===== src/sv/bqgp_pkg.sv =====
// ----------------------------------------------------------------------------
// bqgp_pkg
// Shared types, widths and fixed-point constants of the quality-gated
// biosignal preprocessor.
// ----------------------------------------------------------------------------
package bqgp_pkg;

	// Block geometry
	localparam int CHANNELS_DEFAULT = 3;
	localparam int QUEUE_DEPTH      = 4;

	// Field widths
	localparam int CHAN_W     = 2;
	localparam int SAMPLE_W   = 16;
	localparam int GAIN_W     = 7;
	localparam int TH_W       = 15;
	localparam int CFG_IDX_W  = 2;
	localparam int CFG_DATA_W = 16;
	localparam int OUT_DATA_W = 24;

	// Datapath widths: Q11.20 state, Q.20 coefficients
	localparam int STATE_W = 32;
	localparam int FRAC    = 20;
	localparam int COEF_W  = 22;
	localparam int PROD_W  = 54;
	localparam int ACC_W   = 58;
	localparam int GAIN_SH = 14;

	// Filter coefficients, Q.20 rounded to nearest
	localparam logic signed [COEF_W-1:0] K_LP_A = 22'sd957455;
	localparam logic signed [COEF_W-1:0] K_LP_B = 22'sd91121;
	localparam logic signed [COEF_W-1:0] K_C0   = 22'sd326071;
	localparam logic signed [COEF_W-1:0] K_C1   = -22'sd335936;
	localparam logic signed [COEF_W-1:0] K_D    = 22'sd210042;
	localparam logic signed [COEF_W-1:0] K_A00  = 22'sd1627817;
	localparam logic signed [COEF_W-1:0] K_A01  = -22'sd628492;
	localparam logic signed [COEF_W-1:0] K_PC   = 22'sd39612;
	localparam logic signed [COEF_W-1:0] K_PD   = 22'sd20195;
	localparam logic signed [COEF_W-1:0] K_PA   = 22'sd1008186;
	localparam logic signed [COEF_W-1:0] K_ONE  = 22'sd1048576;

	localparam logic [GAIN_W-1:0] GAIN_FULL = 7'd64;

	// Rounding offsets preloaded into the accumulator
	localparam logic signed [ACC_W-1:0] RND_HALF  = ACC_W'(1) <<< (FRAC - 1);
	localparam logic signed [ACC_W-1:0] GAIN_HALF = ACC_W'(1) <<< (GAIN_SH - 1);

	// Register indexes
	typedef enum logic [CFG_IDX_W-1:0] {
		REG_CLIP_LOW      = 2'd0,
		REG_CLIP_HIGH     = 2'd1,
		REG_LATCH_RELEASE = 2'd2,
		REG_LATCH_TRIP    = 2'd3
	} cfg_reg_t;

	typedef struct packed {
		logic signed [SAMPLE_W-1:0] clip_low;
		logic signed [SAMPLE_W-1:0] clip_high;
		logic [TH_W-1:0]            latch_release;
		logic [TH_W-1:0]            latch_trip;
	} cfg_t;

	typedef struct packed {
		logic [CHAN_W-1:0]          chan;
		logic signed [SAMPLE_W-1:0] sample;
	} item_t;

	// Saturate a wide value to the signed 32-bit range
	function automatic logic signed [STATE_W-1:0] sat32(input logic signed [ACC_W-1:0] v);
		logic signed [ACC_W-1:0] hi;
		logic signed [ACC_W-1:0] lo;
		hi = ACC_W'(64'sh7FFF_FFFF);
		lo = -hi - ACC_W'(1);
		if (v > hi) begin
			return 32'sh7FFF_FFFF;
		end else if (v < lo) begin
			return 32'sh8000_0000;
		end
		return v[STATE_W-1:0];
	endfunction

	// Drop 20 fraction bits (offset already in the sum) and saturate
	function automatic logic signed [STATE_W-1:0] rnd20(input logic signed [ACC_W-1:0] v);
		return sat32(v >>> FRAC);
	endfunction

endpackage


===== src/sv/biosignal_quality_gated_preproc.sv =====
// ----------------------------------------------------------------------------
// biosignal_quality_gated_preproc
// Multi-channel sample conditioner with baseline removal, bandpass, power
// tracking, hysteresis quality latch and a ramped output gate.
// ----------------------------------------------------------------------------
// Usage:
//   Input words arrive on s_tvalid/s_tready: s_tdata is the Q4.12 sample,
//   s_tuser the channel. Words for channels at or above CHANNELS are taken
//   and dropped without a result. Each other word gives one result word on
//   m_tvalid/m_tready: m_tdata holds the clipped conditioned sample, the
//   quality mask and the gate gain; m_tuser repeats the channel.
//   Configuration registers (clip limits, latch thresholds) are written
//   through cfg_we/cfg_index/cfg_data while no word is in flight.
//   One shared 22x32 multiplier and accumulator are stepped by a
//   sequencer through 21 steps after a load step; a new word is taken
//   only once the last one has left the sequencer for the output register.
//   A four-word queue sits between intake and sequencer, and the result
//   sits in an output register: the sequencer starts the next word while a
//   result waits, and stalls only in its last step if the receiver holds off.
//   Reset (arst_n low) clears all channel state to zero, mask good, gain 64,
//   and loads the register defaults; no word is lost once accepted.
// ----------------------------------------------------------------------------
module biosignal_quality_gated_preproc #(
	parameter int CHANNELS = bqgp_pkg::CHANNELS_DEFAULT
) (
	input  logic                            clk,
	input  logic                            arst_n,
	// Input word
	input  logic                            s_tvalid,
	output logic                            s_tready,
	input  logic [bqgp_pkg::SAMPLE_W-1:0]   s_tdata,   // [15:0] sample
	input  logic [bqgp_pkg::CHAN_W-1:0]     s_tuser,   // [1:0] channel
	// Result word
	output logic                            m_tvalid,
	input  logic                            m_tready,
	output logic [bqgp_pkg::OUT_DATA_W-1:0] m_tdata,   // [15:0] conditioned,
	                                                   // [16] quality_good,
	                                                   // [23:17] gain_steps
	output logic [bqgp_pkg::CHAN_W-1:0]     m_tuser,   // [1:0] out_channel
	// Register writes
	input  logic                            cfg_we,
	input  logic [bqgp_pkg::CFG_IDX_W-1:0]  cfg_index,
	input  logic [bqgp_pkg::CFG_DATA_W-1:0] cfg_data
);

	bqgp_pkg::cfg_t  cfg_q;
	bqgp_pkg::item_t front_item;
	bqgp_pkg::item_t queue_item;
	logic            front_valid;
	logic            front_ready;
	logic            queue_valid;
	logic            queue_ready;

	// Write configuration registers
	always_ff @(posedge clk or negedge arst_n) begin
		if (!arst_n) begin
			cfg_q.clip_low      <= -16'sd8192;
			cfg_q.clip_high     <= 16'sd8192;
			cfg_q.latch_release <= 15'd614;
			cfg_q.latch_trip    <= 15'd3686;
		end else if (cfg_we) begin
			case (bqgp_pkg::cfg_reg_t'(cfg_index))
				bqgp_pkg::REG_CLIP_LOW:      cfg_q.clip_low      <= cfg_data;
				bqgp_pkg::REG_CLIP_HIGH:     cfg_q.clip_high     <= cfg_data;
				bqgp_pkg::REG_LATCH_RELEASE: cfg_q.latch_release <= cfg_data[bqgp_pkg::TH_W-1:0];
				bqgp_pkg::REG_LATCH_TRIP:    cfg_q.latch_trip    <= cfg_data[bqgp_pkg::TH_W-1:0];
				default: begin
				end
			endcase
		end
	end

	bqgp_front #(
		.CHANNELS(CHANNELS)
	) u_front (
		.clk      (clk),
		.arst_n   (arst_n),
		.s_tvalid (s_tvalid),
		.s_tready (s_tready),
		.s_tdata  (s_tdata),
		.s_tuser  (s_tuser),
		.out_valid(front_valid),
		.out_ready(front_ready),
		.out_item (front_item)
	);

	bqgp_fifo #(
		.WIDTH($bits(bqgp_pkg::item_t)),
		.DEPTH(bqgp_pkg::QUEUE_DEPTH)
	) u_queue (
		.clk     (clk),
		.arst_n  (arst_n),
		.wr_valid(front_valid),
		.wr_ready(front_ready),
		.wr_data (front_item),
		.rd_valid(queue_valid),
		.rd_ready(queue_ready),
		.rd_data (queue_item)
	);

	bqgp_back #(
		.CHANNELS(CHANNELS)
	) u_back (
		.clk     (clk),
		.arst_n  (arst_n),
		.cfg     (cfg_q),
		.in_valid(queue_valid),
		.in_ready(queue_ready),
		.in_item (queue_item),
		.m_tvalid(m_tvalid),
		.m_tready(m_tready),
		.m_tdata (m_tdata),
		.m_tuser (m_tuser)
	);

	// Gate gain never leaves 0..64
	a_gain_range: assert property (@(posedge clk) disable iff (!arst_n)
		m_tvalid |-> (m_tdata[23:17] <= bqgp_pkg::GAIN_FULL))
		else $error("gate gain above unity");

	// A good mask has just raised the gain above zero; a bad one lowered it below unity
	a_gain_mask: assert property (@(posedge clk) disable iff (!arst_n)
		m_tvalid |-> (m_tdata[16] ? (m_tdata[23:17] != '0)
		                          : (m_tdata[23:17] != bqgp_pkg::GAIN_FULL)))
		else $error("gate gain disagrees with quality mask");

	// Only existing channels produce results
	a_chan_range: assert property (@(posedge clk) disable iff (!arst_n)
		m_tvalid |-> (int'(m_tuser) < CHANNELS))
		else $error("result for a channel that does not exist");

endmodule


===== src/sv/bqgp_fifo.sv =====
// ----------------------------------------------------------------------------
// bqgp_fifo
// Short register queue between the intake and the sequencer.
// ----------------------------------------------------------------------------
module bqgp_fifo #(
	parameter int WIDTH = 18,
	parameter int DEPTH = 4
) (
	input  logic             clk,
	input  logic             arst_n,
	input  logic             wr_valid,
	output logic             wr_ready,
	input  logic [WIDTH-1:0] wr_data,
	output logic             rd_valid,
	input  logic             rd_ready,
	output logic [WIDTH-1:0] rd_data
);

	localparam int PTR_W = (DEPTH > 1) ? $clog2(DEPTH) : 1;
	localparam int CNT_W = $clog2(DEPTH + 1);

	logic [WIDTH-1:0] mem_q [DEPTH];
	logic [PTR_W-1:0] wr_ptr_q;
	logic [PTR_W-1:0] rd_ptr_q;
	logic [CNT_W-1:0] count_q;
	logic             push;
	logic             pop;

	assign wr_ready = (count_q != CNT_W'(DEPTH));
	assign rd_valid = (count_q != '0);
	assign rd_data  = mem_q[rd_ptr_q];
	assign push     = wr_valid && wr_ready;
	assign pop      = rd_valid && rd_ready;

	// Advance pointers and occupancy
	always_ff @(posedge clk or negedge arst_n) begin
		if (!arst_n) begin
			wr_ptr_q <= '0;
			rd_ptr_q <= '0;
			count_q  <= '0;
		end else begin
			if (push) begin
				wr_ptr_q <= (wr_ptr_q == PTR_W'(DEPTH - 1)) ? '0 : wr_ptr_q + PTR_W'(1);
			end
			if (pop) begin
				rd_ptr_q <= (rd_ptr_q == PTR_W'(DEPTH - 1)) ? '0 : rd_ptr_q + PTR_W'(1);
			end
			if (push && !pop) begin
				count_q <= count_q + CNT_W'(1);
			end else if (pop && !push) begin
				count_q <= count_q - CNT_W'(1);
			end
		end
	end

	// Store a word
	always_ff @(posedge clk) begin
		if (push) begin
			mem_q[wr_ptr_q] <= wr_data;
		end
	end

endmodule


===== src/sv/bqgp_front.sv =====
// ----------------------------------------------------------------------------
// bqgp_front
// Intake stage: takes input words, drops those for channels that do not
// exist and hands the rest to the queue.
// ----------------------------------------------------------------------------
module bqgp_front #(
	parameter int CHANNELS = bqgp_pkg::CHANNELS_DEFAULT
) (
	input  logic                          clk,
	input  logic                          arst_n,
	input  logic                          s_tvalid,
	output logic                          s_tready,
	input  logic [bqgp_pkg::SAMPLE_W-1:0] s_tdata,
	input  logic [bqgp_pkg::CHAN_W-1:0]   s_tuser,
	output logic                          out_valid,
	input  logic                          out_ready,
	output bqgp_pkg::item_t               out_item
);

	logic            stg_vld_q;
	bqgp_pkg::item_t stg_item_q;
	logic            in_range;

	assign in_range  = (int'(s_tuser) < CHANNELS);
	assign s_tready  = !stg_vld_q || out_ready;
	assign out_valid = stg_vld_q;
	assign out_item  = stg_item_q;

	// Hold a word until the queue takes it; drop unknown channels
	always_ff @(posedge clk or negedge arst_n) begin
		if (!arst_n) begin
			stg_vld_q <= 1'b0;
		end else if (s_tready) begin
			stg_vld_q <= s_tvalid && in_range;
		end
	end

	always_ff @(posedge clk) begin
		if (s_tready && s_tvalid) begin
			stg_item_q.chan   <= s_tuser;
			stg_item_q.sample <= s_tdata;
		end
	end

endmodule


===== src/sv/bqgp_back.sv =====
// ----------------------------------------------------------------------------
// bqgp_back
// Per-channel filter sequencer: one shared multiplier and accumulator step
// through baseline, bandpass, power, latch, gain and output clip.
// ----------------------------------------------------------------------------
module bqgp_back #(
	parameter int CHANNELS = bqgp_pkg::CHANNELS_DEFAULT
) (
	input  logic                            clk,
	input  logic                            arst_n,
	input  bqgp_pkg::cfg_t                  cfg,
	input  logic                            in_valid,
	output logic                            in_ready,
	input  bqgp_pkg::item_t                 in_item,
	output logic                            m_tvalid,
	input  logic                            m_tready,
	output logic [bqgp_pkg::OUT_DATA_W-1:0] m_tdata,
	output logic [bqgp_pkg::CHAN_W-1:0]     m_tuser
);

	localparam int IDX_W = (CHANNELS > 1) ? $clog2(CHANNELS) : 1;
	localparam int SW    = bqgp_pkg::STATE_W;
	localparam int AW    = bqgp_pkg::ACC_W;
	localparam int GW    = bqgp_pkg::GAIN_W;
	localparam int PW    = bqgp_pkg::PROD_W;

	typedef enum logic [4:0] {
		ST_IDLE, ST_LP0, ST_LP1, ST_LP2, ST_LPW,
		ST_BP0, ST_BP1, ST_BP2, ST_BP3, ST_BP4, ST_BP5, ST_BP6, ST_BPW,
		ST_ABS, ST_PW0, ST_PW1, ST_PW2, ST_PW3, ST_PW4, ST_PW5,
		ST_GS, ST_OUT
	} st_t;

	st_t state_q;

	// Per-channel state
	logic signed [SW-1:0] bl_q [CHANNELS];
	logic signed [SW-1:0] s0_q [CHANNELS];
	logic signed [SW-1:0] s1_q [CHANNELS];
	logic signed [SW-1:0] pw_q [CHANNELS];
	logic                 mask_q [CHANNELS];
	logic [GW-1:0]        gain_arr_q [CHANNELS];

	// Working registers
	logic [IDX_W-1:0]                  c_q;
	logic [bqgp_pkg::CHAN_W-1:0]       chan_q;
	logic signed [SW-1:0]              xs_q;
	logic signed [SW-1:0]              x_q;
	logic signed [SW-1:0]              xbp_q;
	logic signed [SW-1:0]              r_q;
	logic signed [SW-1:0]              ar_q;
	logic signed [SW-1:0]              q_q;
	logic                              good_q;
	logic [GW-1:0]                     gain_q;
	logic signed [bqgp_pkg::PROD_W-1:0] prod_q;
	logic signed [AW-1:0]              acc_q;
	logic                              m_vld_q;
	logic [bqgp_pkg::OUT_DATA_W-1:0]   m_data_q;

	// Multiplier operands
	logic signed [bqgp_pkg::COEF_W-1:0] mcoef;
	logic signed [SW-1:0]               mdata;

	// Latch and gain decision
	logic signed [SW-1:0] rel_lvl;
	logic signed [SW-1:0] trip_lvl;
	logic                 good_d;
	logic [GW-1:0]        gain_cur;
	logic [GW-1:0]        gain_d;

	// Output scaling and clip
	logic signed [AW-1:0]                   y_full;
	logic signed [bqgp_pkg::SAMPLE_W-1:0]   y_clip;
	logic                                   out_free;

	assign in_ready = (state_q == ST_IDLE);
	assign m_tvalid = m_vld_q;
	assign m_tdata  = m_data_q;
	assign out_free = !m_vld_q || m_tready;

	// Pick multiplier operands for this step
	always_comb begin
		mcoef = '0;
		mdata = '0;
		case (state_q)
			ST_LP0: begin mcoef = bqgp_pkg::K_LP_A; mdata = bl_q[c_q]; end
			ST_LP1: begin mcoef = bqgp_pkg::K_LP_B; mdata = xs_q; end
			ST_BP0: begin mcoef = bqgp_pkg::K_C0;   mdata = s0_q[c_q]; end
			ST_BP1: begin mcoef = bqgp_pkg::K_C1;   mdata = s1_q[c_q]; end
			ST_BP2: begin mcoef = bqgp_pkg::K_D;    mdata = x_q; end
			ST_BP3: begin mcoef = bqgp_pkg::K_A00;  mdata = s0_q[c_q]; end
			ST_BP4: begin mcoef = bqgp_pkg::K_A01;  mdata = s1_q[c_q]; end
			ST_BP5: begin mcoef = bqgp_pkg::K_ONE;  mdata = x_q; end
			ST_PW0: begin mcoef = bqgp_pkg::K_PC;   mdata = pw_q[c_q]; end
			ST_PW1: begin mcoef = bqgp_pkg::K_PD;   mdata = ar_q; end
			ST_PW2: begin mcoef = bqgp_pkg::K_PA;   mdata = pw_q[c_q]; end
			ST_PW3: begin mcoef = bqgp_pkg::K_ONE;  mdata = ar_q; end
			ST_PW5: begin
				mcoef = $signed({{(bqgp_pkg::COEF_W - GW){1'b0}}, gain_q});
				mdata = xbp_q;
			end
			default: begin mcoef = '0; mdata = '0; end
		endcase
	end

	// Hysteresis latch on the power estimate, then ramp the gate gain
	assign rel_lvl  = $signed({{(SW - bqgp_pkg::TH_W - 8){1'b0}}, cfg.latch_release, 8'd0});
	assign trip_lvl = $signed({{(SW - bqgp_pkg::TH_W - 8){1'b0}}, cfg.latch_trip, 8'd0});
	assign gain_cur = gain_arr_q[c_q];

	always_comb begin
		if (q_q < rel_lvl) begin
			good_d = 1'b1;
		end else if ((q_q >= trip_lvl) || !mask_q[c_q]) begin
			good_d = 1'b0;
		end else begin
			good_d = 1'b1;
		end
		if (good_d) begin
			gain_d = (gain_cur >= bqgp_pkg::GAIN_FULL) ? bqgp_pkg::GAIN_FULL
			                                            : gain_cur + GW'(1);
		end else if (gain_cur == '0) begin
			gain_d = '0;
		end else if (gain_cur > bqgp_pkg::GAIN_FULL) begin
			gain_d = bqgp_pkg::GAIN_FULL;
		end else begin
			gain_d = gain_cur - GW'(1);
		end
	end

	// Scale by gain/64 with rounding, then clip; the low limit wins
	assign y_full = acc_q >>> bqgp_pkg::GAIN_SH;

	always_comb begin
		if (y_full < AW'(cfg.clip_low)) begin
			y_clip = cfg.clip_low;
		end else if (y_full > AW'(cfg.clip_high)) begin
			y_clip = cfg.clip_high;
		end else begin
			y_clip = y_full[bqgp_pkg::SAMPLE_W-1:0];
		end
	end

	// Sequence the steps and write back channel state
	always_ff @(posedge clk or negedge arst_n) begin
		if (!arst_n) begin
			state_q <= ST_IDLE;
			m_vld_q <= 1'b0;
			for (int i = 0; i < CHANNELS; i++) begin
				bl_q[i]       <= '0;
				s0_q[i]       <= '0;
				s1_q[i]       <= '0;
				pw_q[i]       <= '0;
				mask_q[i]     <= 1'b1;
				gain_arr_q[i] <= bqgp_pkg::GAIN_FULL;
			end
		end else begin
			// Drop the result word once taken, unless a new one replaces it
			if (m_vld_q && m_tready && !(state_q == ST_OUT && out_free)) begin
				m_vld_q <= 1'b0;
			end
			case (state_q)
				ST_IDLE: if (in_valid) state_q <= ST_LP0;
				ST_LP0:  state_q <= ST_LP1;
				ST_LP1:  state_q <= ST_LP2;
				ST_LP2:  state_q <= ST_LPW;
				ST_LPW: begin
					bl_q[c_q] <= bqgp_pkg::rnd20(acc_q);
					state_q   <= ST_BP0;
				end
				ST_BP0:  state_q <= ST_BP1;
				ST_BP1:  state_q <= ST_BP2;
				ST_BP2:  state_q <= ST_BP3;
				ST_BP3:  state_q <= ST_BP4;
				ST_BP4:  state_q <= ST_BP5;
				ST_BP5:  state_q <= ST_BP6;
				ST_BP6:  state_q <= ST_BPW;
				ST_BPW: begin
					s1_q[c_q] <= s0_q[c_q];
					s0_q[c_q] <= bqgp_pkg::rnd20(acc_q);
					state_q   <= ST_ABS;
				end
				ST_ABS:  state_q <= ST_PW0;
				ST_PW0:  state_q <= ST_PW1;
				ST_PW1:  state_q <= ST_PW2;
				ST_PW2:  state_q <= ST_PW3;
				ST_PW3:  state_q <= ST_PW4;
				ST_PW4: begin
					mask_q[c_q]     <= good_d;
					gain_arr_q[c_q] <= gain_d;
					state_q         <= ST_PW5;
				end
				ST_PW5: begin
					pw_q[c_q] <= bqgp_pkg::rnd20(acc_q);
					state_q   <= ST_GS;
				end
				ST_GS:   state_q <= ST_OUT;
				ST_OUT: begin
					if (out_free) begin
						m_vld_q <= 1'b1;
						state_q <= ST_IDLE;
					end
				end
				default: state_q <= ST_IDLE;
			endcase
		end
	end

	// Datapath registers: multiplier, accumulator and intermediates
	always_ff @(posedge clk) begin
		prod_q <= PW'(mcoef) * PW'(mdata);
		case (state_q)
			ST_IDLE: begin
				c_q    <= IDX_W'(in_item.chan);
				chan_q <= in_item.chan;
				xs_q   <= {{(SW - bqgp_pkg::SAMPLE_W - 8){in_item.sample[bqgp_pkg::SAMPLE_W-1]}},
				           in_item.sample, 8'd0};
				acc_q  <= bqgp_pkg::RND_HALF;
			end
			ST_LPW: begin
				x_q   <= bqgp_pkg::sat32(AW'(xs_q) - AW'(bqgp_pkg::rnd20(acc_q)));
				acc_q <= bqgp_pkg::RND_HALF;
			end
			ST_BP4: begin
				xbp_q <= bqgp_pkg::rnd20(acc_q);
				acc_q <= bqgp_pkg::RND_HALF + AW'(prod_q);
			end
			ST_BPW: begin
				r_q   <= bqgp_pkg::sat32(AW'(x_q) - AW'(xbp_q));
				acc_q <= bqgp_pkg::RND_HALF;
			end
			ST_ABS: begin
				if (r_q == 32'sh8000_0000) begin
					ar_q <= 32'sh7FFF_FFFF;
				end else begin
					ar_q <= r_q[SW-1] ? -r_q : r_q;
				end
			end
			ST_PW3: begin
				q_q   <= bqgp_pkg::rnd20(acc_q);
				acc_q <= bqgp_pkg::RND_HALF + AW'(prod_q);
			end
			ST_PW4: begin
				acc_q  <= acc_q + AW'(prod_q);
				good_q <= good_d;
				gain_q <= gain_d;
			end
			ST_PW5: begin
				acc_q <= bqgp_pkg::GAIN_HALF;
			end
			ST_LP1, ST_LP2, ST_BP1, ST_BP2, ST_BP3, ST_BP5, ST_BP6,
			ST_PW1, ST_PW2, ST_GS: begin
				acc_q <= acc_q + AW'(prod_q);
			end
			ST_OUT: begin
				if (out_free) begin
					m_data_q <= {gain_q, good_q, y_clip};
					m_tuser  <= chan_q;
				end
			end
			default: begin
			end
		endcase
	end

endmodule

===== config.mk =====
export PLATFORM = sky130hd
export DESIGN_NAME = biosignal_quality_gated_preproc
export DESIGN_NICKNAME = d
export VERILOG_FILES = /design/src/sv/bqgp_pkg.sv /design/src/sv/biosignal_quality_gated_preproc.sv /design/src/sv/bqgp_fifo.sv /design/src/sv/bqgp_front.sv /design/src/sv/bqgp_back.sv
export SDC_FILE = /design/constraint.sdc
export NUM_CORES = 2
export LEC_CHECK = 0
export ABC_AREA = 1
export BUFFER_PORTS_ARGS = -buffer_cell sky130_fd_sc_hd__buf_2
export CAP_MARGIN = 10
export CORE_MARGIN = 1.5
export CORE_UTILIZATION = 55
export CTS_CLUSTER_SIZE = 20
export DETAILED_ROUTE_END_ITERATION = 10
export PLACE_DENSITY = 0.74
export REMOVE_ABC_BUFFERS = 1
export SETUP_SLACK_MARGIN = 0.15
export SLEW_MARGIN = 20
export SYNTH_ARGS = -nofsm -noshare
export SYNTH_HDL_FRONTEND = slang
export SYNTH_HIERARCHICAL = 1
export SYNTH_SLANG_ARGS = --single-unit

===== constraint.sdc =====
create_clock -name clk -period 8.75 [get_ports clk]
set_input_delay 1.75 -clock clk [delete_from_list [all_inputs] [get_ports clk]]
set_output_delay 1.75 -clock clk [all_outputs]
set_load 0.05 [all_outputs]

==> out/metrics.cfg <==
[timing]
hold_viol_final = 0
rsz0062_at_grt = yes
final-setup-viol-count = 0
slew_viol_final = 0
finalClockSkew_ns = 0.0746
maxSlewHeadroom = 0.217
tightestPinTransition_ns = 1.17
post-route-period-util = 0.958
fin_crit_ns = 8.39
whs_ns = 0.452
clock.fmax_mhz = 119

[die]
core_area_sq_mm = 0.133
start_util = 0.554
io_pins = 69
fp.dieW_microns = 369
die-area_sq_mm = 0.136
die_h_microns = 369
num_rows = 134

[worst_hold_path]
hp-class = register to register

[cts]
clk_pin_slew_worst_paths_ns = 0.07
htreeDepth = 3
cts_hold_buffers = 0
clk_path_buf_depth = 3
clkLatencyLatePin_ns = 0.75
root_buffer = clkbuf_16
clock_sinks = 898
cts_buffers = 96
cts_tree = done

[routing]
num_vias = 64000
wl_per_cell_microns = 22.7
first_pass_iters = 9
drt_iter0_markers = 7034
ant_nets = 0
viasPerCell = 5.84
routed_wl_microns = 249000
drc = 0

[synth]
yosysTopAreaCellShare = 0.191
ys_seq_area_frac = 0.326
ys_ff_latch = 898
synth_top_area_cell = fa_1
synth_ff_type = dfrtp_1
ys_warn_count = 6
syn_avg_cell_area_sq_um = 8.33
synthTopCellsByArea = fa_1 19%, dfrtp_1 16%, edfxtp_1 15%, nand2_1 11%, inv_1 7.8%
ys_types = 70
synthTopCellsByCount = 2205 x nand2_1, 1525 x inv_1, 705 x fa_1
synthCells = 8856
synth_most_common_cell = nand2_1
synth-async-reset-ratio = 0.539
syn_area_sq_mm = 0.0738
synth-edff-count = 360

[placed_design]
placement.io_buffers = 68
gp_congestion = 1.04
dp_hpwl_microns = 189000

[global_routing]
grt_pass1_wl_microns = 376000
grt_antenna_before_repair = 9
grt_start_max_net_pins = 172
grt.overflow.total = 0
grt_pass1_vias = 64000
grt.total_usage = 0.363

[cells_and_area]
drive_gt1_frac = 0.112
syn_to_final_growth_pct = 13.3
finalNetCount = 10300
nFillCells = 11200

[setup_path]
worstSetupPathType = register to register
slowest_delay_ns = 0.62
r2r_setup_slack_ns = 0.36
slowest_stage = fa_2
required_ns = 9.32
crit_path_end_kind = register
path_max_fanout = 14
crit_arrival_ns = 8.96
startpoint_type = register

[job]
drv_cap = 0

[status]
outcome = finished clean

==> area by class of cell <==
| class | instances | area, sq um | area share |
|---|---|---|---|
| Multi-Input combinational cell | 6072 | 43400 | 0.519 |
| Clock inverter | 50 | 674 | 0.00807 |
| Clock buffer | 130 | 2830 | 0.0338 |
| Sequential cell | 898 | 24000 | 0.288 |
| Timing Repair Buffer | 498 | 4570 | 0.0546 |
| Inverter | 1553 | 5870 | 0.0703 |
| Antenna cell | 1 | 2.50 | 0.0000299 |
| Tap cell | 1768 | 2210 | 0.0265 |
==> what timing repair did <==
item,CTS,global route
endpoints found under the setup margin,31,35
pin swaps,5,39
gates cloned,1,11
buffers inserted,2,23
gates resized for setup,45,212
==> routing by layer <==
layer / global-route usage / vias to the layer above / routed length [microns] / part of all wire
met3: 0.0785 / 943 / 24800 / 0.10
met4: 0.235 / 10 / 20400 / 0.082
met1: 0.445 / 31000 / 89500 / 0.36
li1: - / 28600 / - / -
met5: 0 / - / 63 / 0.00025
met2: 0.581 / 3461 / 114000 / 0.46
==> sequential cells by signal, indices dropped and copies added (netlist names), 54 cells and up <==
| register | cells |
|---|---|
| cfg_q | 62 |
| u_back/acc_q | 58 |
| u_back/bl_q | 96 |
| u_back/prod_q | 54 |
| u_back/pw_q | 96 |
| u_back/s0_q | 96 |
| u_back/s1_q | 96 |
| u_queue/mem_q | 72 |
==> cells by family after synthesis <==
| logic type | after synthesis | share of synthesized area |
|---|---|---|
| adders and majority gates | 1101 | 0.258 |
| AOI/OAI and AO/OA | 1305 | 0.103 |
| and+or+nand+nor | 3524 | 0.197 |
| buffers and inverters | 1886 | 0.0995 |
| DFF | 898 | 0.326 |
| xor gates and xnor gates | 142 | 0.0169 |
==> per-stage QoR <==
step | instance area [sq um] | utilization | instances | setup WS (ns) | TNS (ns)
after floorplan | 72300 | - | 8523 | -3.17 | -103.86
after global placement | 78600 | 0.589 | 10800 | -0.259 | -1.39
after detailed placement | 78600 | 0.589 | 10800 | -0.214 | -1.79
after CTS | 82300 | 0.617 | 10900 | 0.153 | 0
after global routing | 83600 | 0.627 | 11000 | 0.0857 | 0
final | 83600 | 0.627 | 11000 | 0.364 | 0
==> placed cells by master (no fill, tap or decap), types with 22 or more instances in the layout <==
cell	count
dfstp_2	22
dfrtp_1	461
a31oi_1	48
nand4_1	104
xor2_1	84
nand2_1	2181
nor4_1	23
dfxtp_1	54
a21oi_1	277
ha_1	388
inv_1	1502
a221oi_2	25
buf_12	57
o211ai_1	43
nor2_1	651
fa_1	689
buf_4	345
nand2_2	59
o21ai_0	624
o221ai_1	35
edfxtp_1	360
buf_2	67
or2_2	31
a221oi_1	41
nor3_1	64
clkbuf_16	109
inv_2	27
xnor2_1	58
a21o_1	25
nor2_2	40
nand3_1	289
==> path summary, 6_finish.rpt <==
kind / startpoint / endpoint / cells after the start
worst max-delay path: u_back/chan_q[1] / u_back/prod_q[53] / 38
worst min-delay path: u_back/good_q / u_back/m_tdata[16] / 0
worst max register to register: u_back/chan_q[1] / u_back/prod_q[53] / 38
worst min register to register: u_back/good_q / u_back/m_tdata[16] / 0
max in group asynchronous: arst_n / u_back/s1_q[0] / 3
min in group asynchronous: arst_n / u_back/gain_arr_q[2] / 1
==> worst max-delay path, delay by kind of cell, from the launching register on <==
family	cells	cell delay (ns)
compound gates	9	1.70
fa+ha+maj	8	3.98
buf+inv	13	1.34
flops	1	0.41
simple gates	8	0.74
Power is left out: the tool's default activity adds up to more than one toggle a clock period on the data nets, which glitch-free logic cannot reach.
